### config.mk
export PLATFORM = sky130hd
export DESIGN_NAME = hmtq_cell
export DESIGN_NICKNAME = d
export VERILOG_FILES = /design/src/hdl/hmtq_pkg.sv /design/src/hdl/hmtq_cell.sv
export SDC_FILE = /design/constraint.sdc
export NUM_CORES = 1
export LEC_CHECK = 0
export BUFFER_PORTS_ARGS = -buffer_cell sky130_fd_sc_hd__buf_2
export CORE_AREA = 10 10 230 232
export DETAILED_ROUTE_END_ITERATION = 10
export DIE_AREA = 0 0 240 242
export PLACE_DENSITY_LB_ADDON = 0.05
export SYNTH_ARGS = -nofsm -noshare
export SYNTH_HDL_FRONTEND = slang
export SYNTH_SLANG_ARGS = --single-unit
### constraint.sdc
create_clock -name clock -period 12 [get_ports clock]
set_input_delay 0.6 -clock clock [delete_from_list [all_inputs] [get_ports clock]]
set_output_delay 0.6 -clock clock [all_outputs]
set_load 0.01 [all_outputs]
### src/hdl/hmtq_pkg.sv
// Shared types, widths and codes for the min-heap timer queue.
package hmtq_pkg;

   localparam int REQ_W  = 2;
   localparam int ID_W   = 8;
   localparam int TIME_W = 32;
   localparam int STAT_W = 2;
   localparam int CNT_W  = 6;   // heap count, depth up to 63
   localparam int SLOT_W = 5;   // slot within one heap level (at most 32 slots)
   localparam int POS_W  = 7;   // heap position of a child, may run past the depth
   localparam int LVLN_W = 3;   // level number as returned by level_of

   localparam logic [REQ_W-1:0] REQ_ADD    = 2'd0;
   localparam logic [REQ_W-1:0] REQ_CANCEL = 2'd1;
   localparam logic [REQ_W-1:0] REQ_TICK   = 2'd2;

   localparam logic [STAT_W-1:0] ST_ACCEPTED = 2'd0;
   localparam logic [STAT_W-1:0] ST_FULL     = 2'd1;
   localparam logic [STAT_W-1:0] ST_FIRED    = 2'd2;
   localparam logic [STAT_W-1:0] ST_DONE     = 2'd3;

   typedef struct packed {
      logic [TIME_W-1:0] expiry;
      logic [ID_W-1:0]   ident;
   } entry_type;

   // Sift token handed between neighbor cells.
   typedef struct packed {
      logic              valid;
      logic              here;   // place item at slot of the receiving level
      logic [SLOT_W-1:0] slot;
      entry_type         item;
   } token_type;

   // Entry write from a neighbor cell.
   typedef struct packed {
      logic              valid;
      logic [SLOT_W-1:0] slot;
      entry_type         item;
   } write_type;

   typedef struct packed {
      logic              valid;
      logic [SLOT_W-1:0] slot;
   } fetch_type;

   // Level of a heap position, given as position plus one.
   function automatic logic [LVLN_W-1:0] level_of(input logic [CNT_W-1:0] pos_p1);
      logic [LVLN_W-1:0] lvl;
      lvl = '0;
      for (int k = 0; k < CNT_W; k++) begin
         if (pos_p1[k]) begin
            lvl = LVLN_W'(k);
         end
      end
      return lvl;
   endfunction

endpackage

### src/hdl/hmtq_cell.sv
// One heap level: slot storage plus the compare step of sift-up and sift-down.
module hmtq_cell #(
   parameter int LEVEL = 0,
   parameter bit LAST  = 1'b0
) (
   input  logic                          clock,
   input  logic                          reset,
   input  logic [hmtq_pkg::CNT_W-1:0]    count,
   input  hmtq_pkg::token_type           dn_tok_in,
   input  hmtq_pkg::token_type           up_tok_in,
   input  hmtq_pkg::write_type           wr_in,
   input  hmtq_pkg::fetch_type           fetch_in,
   output hmtq_pkg::token_type           dn_tok_out,
   output hmtq_pkg::token_type           up_tok_out,
   output hmtq_pkg::write_type           wr_up_out,
   output hmtq_pkg::write_type           wr_dn_out,
   output hmtq_pkg::entry_type           rd_entry,
   output logic                          done
);

   localparam int ROW_BITS = (LEVEL < 2) ? 1 : LEVEL - 1;
   localparam int ROWS     = 1 << ROW_BITS;
   localparam logic [hmtq_pkg::POS_W-1:0] BASE = hmtq_pkg::POS_W'((1 << LEVEL) - 1);

   typedef enum logic [3:0] {
      OP_NONE  = 4'b0001,
      OP_DOWN  = 4'b0010,
      OP_UP    = 4'b0100,
      OP_FETCH = 4'b1000
   } cell_op_type;

   // Slot 2r sits in the even bank, slot 2r+1 in the odd bank, both at row r.
   hmtq_pkg::entry_type mem_even [ROWS];
   hmtq_pkg::entry_type mem_odd  [ROWS];
   hmtq_pkg::entry_type rd_even_ff, rd_odd_ff;
   logic [ROW_BITS-1:0] rd_row;

   cell_op_type                   op_ff, op_in;
   logic [hmtq_pkg::SLOT_W-1:0]   slot_ff, slot_in;
   hmtq_pkg::entry_type           item_ff, item_in;
   logic                          half_ff, half_in;

   hmtq_pkg::token_type dn_tok_ff, dn_tok_in_nx;
   hmtq_pkg::token_type up_tok_ff, up_tok_in_nx;
   hmtq_pkg::write_type wr_up_ff, wr_up_in;
   hmtq_pkg::write_type wr_dn_ff, wr_dn_in;
   logic                done_ff, done_in;

   logic [hmtq_pkg::SLOT_W-1:0] par_slot;
   logic                        here_wr;
   logic                        own_wr;
   logic [hmtq_pkg::SLOT_W-1:0] own_slot;
   logic                        mem_we;
   logic [hmtq_pkg::SLOT_W-1:0] mem_slot;
   hmtq_pkg::entry_type         mem_data;

   hmtq_pkg::entry_type         left, right, parent, child;
   logic [hmtq_pkg::POS_W-1:0]  left_pos, right_pos;
   logic                        left_ok, right_ok, take_right;
   logic [hmtq_pkg::SLOT_W-1:0] child_slot;

   assign par_slot = up_tok_in.slot >> 1;

   // Arrival: latch the token and start the registered read, or write a token marked here straight into its slot.
   always_comb begin
      op_in   = OP_NONE;
      slot_in = slot_ff;
      item_in = item_ff;
      half_in = half_ff;
      rd_row  = '0;
      here_wr = 1'b0;
      if (dn_tok_in.valid) begin
         op_in   = OP_DOWN;
         slot_in = dn_tok_in.slot;
         item_in = dn_tok_in.item;
         rd_row  = dn_tok_in.slot[ROW_BITS-1:0];
      end else if (up_tok_in.valid && up_tok_in.here) begin
         here_wr = 1'b1;
      end else if (up_tok_in.valid) begin
         op_in   = OP_UP;
         slot_in = up_tok_in.slot;
         item_in = up_tok_in.item;
         half_in = par_slot[0];
         rd_row  = par_slot[ROW_BITS:1];
      end else if (fetch_in.valid) begin
         op_in   = OP_FETCH;
         half_in = fetch_in.slot[0];
         rd_row  = fetch_in.slot[ROW_BITS:1];
      end
   end

   assign left       = rd_even_ff;
   assign right      = rd_odd_ff;
   assign parent     = half_ff ? rd_odd_ff : rd_even_ff;
   assign left_pos   = BASE + hmtq_pkg::POS_W'({slot_ff, 1'b0});
   assign right_pos  = left_pos + hmtq_pkg::POS_W'(1);
   assign left_ok    = left_pos < hmtq_pkg::POS_W'(count);
   assign right_ok   = right_pos < hmtq_pkg::POS_W'(count);
   assign take_right = right_ok && (right.expiry < left.expiry);
   assign child      = take_right ? right : left;
   assign child_slot = {slot_ff[hmtq_pkg::SLOT_W-2:0], take_right};

   // Decide: move a neighbor entry across the level boundary or settle the item.
   always_comb begin
      dn_tok_in_nx       = dn_tok_ff;
      dn_tok_in_nx.valid = 1'b0;
      dn_tok_in_nx.here  = 1'b0;
      up_tok_in_nx       = up_tok_ff;
      up_tok_in_nx.valid = 1'b0;
      up_tok_in_nx.here  = 1'b0;
      wr_up_in           = wr_up_ff;
      wr_up_in.valid     = 1'b0;
      wr_dn_in           = wr_dn_ff;
      wr_dn_in.valid     = 1'b0;
      done_in            = here_wr;
      own_wr             = 1'b0;
      own_slot           = '0;
      case (op_ff)
         OP_DOWN: begin
            wr_up_in.valid = 1'b1;
            wr_up_in.slot  = slot_ff;
            if (!left_ok || !(item_ff.expiry > child.expiry)) begin
               wr_up_in.item = item_ff;
               done_in       = 1'b1;
            end else begin
               wr_up_in.item = child;
               if (LAST) begin
                  own_wr   = 1'b1;
                  own_slot = child_slot;
                  done_in  = 1'b1;
               end else begin
                  dn_tok_in_nx.valid = 1'b1;
                  dn_tok_in_nx.slot  = child_slot;
                  dn_tok_in_nx.item  = item_ff;
               end
            end
         end
         OP_UP: begin
            wr_dn_in.valid = 1'b1;
            wr_dn_in.slot  = slot_ff;
            if (item_ff.expiry < parent.expiry) begin
               wr_dn_in.item = parent;
               if (LEVEL == 0) begin
                  own_wr   = 1'b1;
                  own_slot = '0;
                  done_in  = 1'b1;
               end else begin
                  up_tok_in_nx.valid = 1'b1;
                  up_tok_in_nx.slot  = slot_ff >> 1;
                  up_tok_in_nx.item  = item_ff;
               end
            end else begin
               wr_dn_in.item = item_ff;
               done_in       = 1'b1;
            end
         end
         default: begin
         end
      endcase
   end

   always_comb begin
      mem_we   = 1'b0;
      mem_slot = own_slot;
      mem_data = item_ff;
      if (wr_in.valid) begin
         mem_we   = 1'b1;
         mem_slot = wr_in.slot;
         mem_data = wr_in.item;
      end else if (here_wr) begin
         mem_we   = 1'b1;
         mem_slot = up_tok_in.slot;
         mem_data = up_tok_in.item;
      end else if (own_wr) begin
         mem_we   = 1'b1;
      end
   end

   always_ff @(posedge clock) begin
      if (mem_we && !mem_slot[0]) begin
         mem_even[mem_slot[ROW_BITS:1]] <= mem_data;
      end
      if (mem_we && mem_slot[0]) begin
         mem_odd[mem_slot[ROW_BITS:1]] <= mem_data;
      end
      rd_even_ff <= mem_even[rd_row];
      rd_odd_ff  <= mem_odd[rd_row];
   end

   always_ff @(posedge clock) begin
      slot_ff   <= slot_in;
      item_ff   <= item_in;
      half_ff   <= half_in;
      dn_tok_ff <= dn_tok_in_nx;
      up_tok_ff <= up_tok_in_nx;
      wr_up_ff  <= wr_up_in;
      wr_dn_ff  <= wr_dn_in;
      if (reset) begin
         op_ff           <= OP_NONE;
         dn_tok_ff.valid <= 1'b0;
         up_tok_ff.valid <= 1'b0;
         wr_up_ff.valid  <= 1'b0;
         wr_dn_ff.valid  <= 1'b0;
         done_ff         <= 1'b0;
      end else begin
         op_ff   <= op_in;
         done_ff <= done_in;
      end
   end

   assign dn_tok_out = dn_tok_ff;
   assign up_tok_out = up_tok_ff;
   assign wr_up_out  = wr_up_ff;
   assign wr_dn_out  = wr_dn_ff;
   assign rd_entry   = parent;
   assign done       = done_ff;

endmodule

## Word-level counts from Yosys, hierarchy flattened

Memories as Yosys holds them, arrays and structs flattened. A register that Yosys moved wholly into a read port is not among the register bits.
Index checks and enable logic that the tools add are counted.

- ROM bits: 0
- Memory bits (writable): 160
- Latch bits: 0
- Memories: 2
- Register bits: 189
- Logic and storage cells: 91

Memory list:

| memory | depth | bits a word | rd ports | clocked after memory_dff | wr ports | line | RTL |
|---|---|---|---|---|---|---|---|
| mem_even | 2 | 40 | 1 | 1 | 1 | hmtq_cell.sv:33 | `hmtq_pkg::entry_type mem_even [ROWS];` |
| mem_odd | 2 | 40 | 1 | 1 | 1 | hmtq_cell.sv:34 | `hmtq_pkg::entry_type mem_odd [ROWS];` |

- Add/subtract/negate cells: 1
- Bitwise gates (word level): 4
- Reductions and logical operators: 16
- Multipliers: 0
- Eq/ne operators: 3
- Order comparisons: 5
- Shift operators: 0
- Multiplexer cells: 40
- Divide/modulo/power cells: 0

Operators with widths:

| cell | number |
|---|---|
| $mux 40 | 9 |
| $mux 46 | 2 |
| $lt 32x32->1 | 2 |
| $gt 32x32->1 | 1 |
| $mux 1 | 19 |
| $mux 5 | 3 |
| $mux 2 | 4 |
| $add 6x1->7 const B | 1 |
| $lt 7x6->1 | 1 |
| $lt 6x6->1 | 1 |
| $eq 4x2->1 const B | 1 |
| $eq 4x3->1 const B | 1 |
| $logic_and 1x1->1 | 4 |
| $mux 4 | 1 |
| $not 1->1 | 4 |
| $reduce_and 2->1 | 2 |
| $reduce_bool 2->1 | 2 |
| $reduce_or 4->1 | 1 |
| $logic_not 1->1 | 3 |
| $mux 3 | 1 |
| $reduce_and 3->1 | 1 |
| $reduce_or 3->1 | 1 |
| $ne 2x2->1 const B | 1 |
| $pmux 1 s2 | 1 |
| other kinds (2) | 2 |

## Depth between registers and ports, before layout

- Word-level depth: 10
- Mapped depth: 18

## Worst setup path after synthesis

No wires, ideal clock.

- Kind: input -> register
- Start: input port count[4] (netlist name)
- End: register dn_tok_ff, in the netlist dn_tok_out[0], enable pin
- Arrival time: 5.722 ns
- Library setup time: 0.448 ns
- Stages on the path: 17
- Buffers on the path: 2
- Slack: 5.830 ns
- Path through: inv_1 -> ha_1 -> a21o_1 -> a21o_1 -> nor3_1 -> o211ai_1 -> a21oi_1 -> buf_2 -> mux2i_1 -> ha_1 -> nand4_1 -> or3_1 -> or2_0 -> a31oi_1 -> o211ai_1 -> clkbuf_1 -> nor2_1

- Longest elaborated chain between the ends: 8
- Elaborated cells between the ends (all ways): 10

RTL lines:

| what | line | RTL |
|---|---|---|
| start, declared | hmtq_cell.sv:8 | `input logic [hmtq_pkg::CNT_W-1:0] count,` |
| $lt 7x6->1 | hmtq_cell.sv:98 | `assign right_ok = right_pos < hmtq_pkg::POS_W'(count);` |
| $logic_and 1x1->1 | hmtq_cell.sv:99 | `assign take_right = right_ok && (right.expiry < left.expiry);` |
| $mux 40 | hmtq_cell.sv:100 | `assign child = take_right ? right : left;` |
| $gt 32x32->1 | hmtq_cell.sv:122 | `if (!left_ok \|\| !(item_ff.expiry > child.expiry)) begin` |
| $logic_not 1->1 | hmtq_cell.sv:122 |  |
| $logic_or 1x1->1 * | hmtq_cell.sv:122 |  |
| $not 1->1 (no source line) * | - |  |
| $reduce_and 2->1 (no source line) * | - |  |
| end signal, assigned | hmtq_cell.sv:194 | `dn_tok_ff <= dn_tok_in_nx;` |
| end, declared | hmtq_cell.sv:43 | `hmtq_pkg::token_type dn_tok_ff, dn_tok_in_nx;` |

Mark *: on every way between the ends. The rest lies on a longest branch, timed or not.
A chain may end at the register's enable or synchronous reset.

## Worst setup path after layout

- Start: register, netlist name left[25]
- End: register wr_up_ff, in the netlist wr_up_out[8] (data pin)

- Longest elaborated chain between the ends: 7

RTL lines:

| what | line | RTL |
|---|---|---|
| $lt 32x32->1 | hmtq_cell.sv:99 |  |
| $logic_and 1x1->1 | hmtq_cell.sv:99 |  |
| $mux 40 * | hmtq_cell.sv:100 |  |
| $gt 32x32->1 | hmtq_cell.sv:122 |  |
| $logic_not 1->1 | hmtq_cell.sv:122 |  |
| $logic_or 1x1->1 | hmtq_cell.sv:122 |  |
| $mux 40 * | hmtq_cell.sv:122 |  |
| end signal, assigned | hmtq_cell.sv:196 | `wr_up_ff <= wr_up_in;` |
| end, declared | hmtq_cell.sv:45 | `hmtq_pkg::write_type wr_up_ff, wr_up_in;` |

Marked as above.

==> flow_summary.json <==
{
  "slew_headroom_pct": 17.2,
  "status": "finished clean",
  "root_buffer": "clkbuf_16",
  "crit_required_ns": 12.33,
  "ys_types": 49,
  "crit_arrival_ns": 7.01,
  "maxSlewViolCount": 0,
  "nFillCells": 4393,
  "finalCritPeriodShare_pct": 55.6,
  "min_to": "op_ff[1]",
  "h-tree-depth": 2,
  "regToRegStartpoint": "left[25]",
  "finalNonFillerCells": 2355,
  "dieArea_mm2": 0.0581,
  "area_growth_pct": 19.5,
  "synth_edf_count": 341,
  "ys.flop_type": "edfxtp_1",
  "setup_viol": 0,
  "worst_pin_slew_ns": 1.24,
  "start_kind": "flip-flop",
  "postCtsResizedCells": 0,
  "finish.net_count": 1953,
  "synth_cells": 1365,
  "crit_type": "reg -> reg",
  "holdBufCountCts": 0,
  "detailed_place_hpwl_um": 37000,
  "power_density_mw_per_mm2": 170,
  "final_common_cell": "edfxtp_1",
  "period_minus_slack_ns": 6.68,
  "cts_setup_buffers": 0,
  "die_h_um": 242,
  "yosys_warnings": 0,
  "grt_pass1_vias": 12400,
  "avgSynthCellArea_um2": 14.0,
  "clockBufferDepth": 3,
  "grt_max_degree": 72,
  "reg2reg_depth": 18,
  "clk_latency_ns": 0.58,
  "final_cell_mix": "edfxtp_1 (341), buf_2 (323), nand2_1 (126)",
  "worstHoldPathCells": 2,
  "hold_viol": 0,
  "post-place-cells": 2273,
  "maxCapViolations": 0,
  "clock_skew_ns": 0.0230,
  "synth_area_mm2": 0.0191,
  "drive_above_1_share_pct": 33.6,
  "async_reset_ff_share_pct": 0,
  "r2r_end": "wr_up_out[8]",
  "fmax_mhz": 150,
  "rsz0062_at_grt": "false",
  "portBuffers": 325,
  "num_antenna_cells": 0,
  "num_vias": 11700,
  "fp-row-count": 81,
  "multi_input_area_mm2": 0.00653,
  "wl_per_cell_um": 23.1,
  "hold_class": "in -> reg",
  "grtUsageTotal_pct": 18.4,
  "cts_tree": "yes",
  "worstPathMaxFanout": 43,
  "globalRouteOverflowTotal": 0,
  "drc": 0,
  "grt_pass1_wl_um": 79900,
  "cts_sinks": 429,
  "fin_setup_tns_ns": 0,
  "min_from": "reset",
  "routed_wl_um": 54400,
  "rrSetupSlack_ns": 5.32,
  "cp-startpoint": "left[25]",
  "clk_pin_slew_ns": 0.06,
  "cts_buffers": 46,
  "io_pins": 381,
  "leakage_nw": 9.64,
  "regArea_mm2": 0.0120,
  "ir_drop_mv": 0.0861,
  "ant_nets": 0,
  "coreArea_mm2": 0.0484,
  "initial_utilization_pct": 39.5,
  "die_w_um": 240,
  "drtPass1Iterations": 5,
  "antenna_found_initial": 1,
  "vias_per_cell": 4.99,
  "end_kind": "flip-flop",
  "drt_iter0_drc": 587,
  "place.gp.congestion": 0.795,
  "ys_ff_latch": 429,
  "ys_seq_area_share_pct": 62.7
}
[kinds of logic (layout without fill, tap and decap cells)]
group	Yosys count	count (layout)	synth area share, %
AO/OA/AOI/OAI	204	204	6.24
adder cells (fa/ha/maj)	100	100	6.54
buffers and inverters	177	498	4.60
flip-flops	429	429	62.7
multiplexers	255	255	15.3
other	1	48	0.0196
AND/OR/NAND/NOR	199	199	4.60
[area by class of cell]
class / instances / area share [%]
Sequential cell: 429 / 52.5
Multi-Input combinational cell: 806 / 28.6
Clock inverter: 20 / 0.782
Timing Repair Buffer: 341 / 7.66
Clock buffer: 62 / 5.87
Inverter: 75 / 1.23
Tap cell: 622 / 3.40
[flip-flops by register name, summed over array words and instances, names as in the netlist]
signal      cells
wr_dn_out      46
slot_ff         5
done            1
item_ff        40
mem_even       80
dn_tok_out     46
op_ff           4
wr_up_out      46
left           40
rd_odd_ff      40
half_ff         1
mem_odd        80
[worst max-delay path, stage by stage, from the launching register on]
cell	delay, ns
dfxtp_1	0.33
inv_1	0.05
ha_1	0.29
a21oi_1	0.15
o21ai_0	0.17
a221oi_1	0.44
o211ai_1	0.32
a21oi_4	0.68
buf_4	0.67
mux2i_1	0.34
ha_1	0.29
a21oi_1	0.16
o21ai_1	0.15
a221oi_1	0.46
a31oi_1	0.15
o211ai_1	0.33
buf_4	0.49
buf_4	0.54
mux2_2	0.39
[where the power goes]
group | leakage [nW] | switching, W | internal [W]
combinational | 4.96 | 0.000394 | 0.000284
clock | 0.747 | 0.000585 | 0.000845
sequential | 3.93 | 0.0000547 | 0.00173
total | 9.64 | 0.00103 | 0.00286
[layer usage]
metal / routed length [µm] / GRT usage [%] / up-vias
met5: 13 / 0 / -
met4: 819 / 3.78 / 2
li1: - / - / 5614
met2: 26100 / 30.6 / 274
met3: 3640 / 4.74 / 58
met1: 23800 / 23.6 / 5796
[cell usage after synthesis, types with 5 or more instances]
cell | count | area (µm²)
buf_1 | 10 | 37.5
mux2_4 | 41 | 616
buf_4 | 48 | 360
inv_1 | 75 | 282
ha_1 | 100 | 1250
nand4_1 | 16 | 100
edfxtp_1 | 341 | 10200
o211ai_1 | 5 | 37.5
a21oi_1 | 24 | 120
clkbuf_1 | 35 | 131
nor3_1 | 9 | 45.0
dfxtp_1 | 88 | 1760
nand2_1 | 127 | 477
nand3_1 | 11 | 55.1
mux2_1 | 19 | 214
o21ai_1 | 41 | 205
mux2i_1 | 79 | 791
mux2_2 | 116 | 1310
buf_2 | 5 | 25.0
nor2_1 | 15 | 56.3
a21o_1 | 24 | 180
o21ai_0 | 84 | 420
[per-stage QoR]
stage / area [µm²] / worst slack (ns) / total power [W] / hold WS [ns] / utilization, %
3_3_place_gp: 21300 / 5.05 / 0.00250 / 0.429 / 44.1
5_1_grt: 22900 / 4.76 / 0.00408 / 0.294 / 47.2
2_1_floorplan: 19300 / 5.83 / 0.00227 / 0.425 / -
6_report: 22900 / 5.32 / 0.00389 / 0.320 / 47.2
4_1_cts: 22900 / 5.04 / 0.00395 / 0.281 / 47.2
3_5_place_dp: 21300 / 5.06 / 0.00251 / 0.435 / 44.1
[how the worst max path moves through the flow]
| stage | end | slack, ns | depth (start not counted) |
|---|---|---|---|
| 6_report | wr_up_out[8] | 5.32 | 18 |
| 3_3_place_gp | dn_tok_out[35] | 5.05 | 17 |
| 2_1_floorplan | dn_tok_out[0] | 5.83 | 17 |
| 5_1_grt | wr_up_out[8] | 4.76 | 18 |
| 4_1_cts | dn_tok_out[31] | 5.04 | 17 |
| 3_5_place_dp | wr_up_out[8] | 5.06 | 18 |
Power figures use the tool's default switching activity.
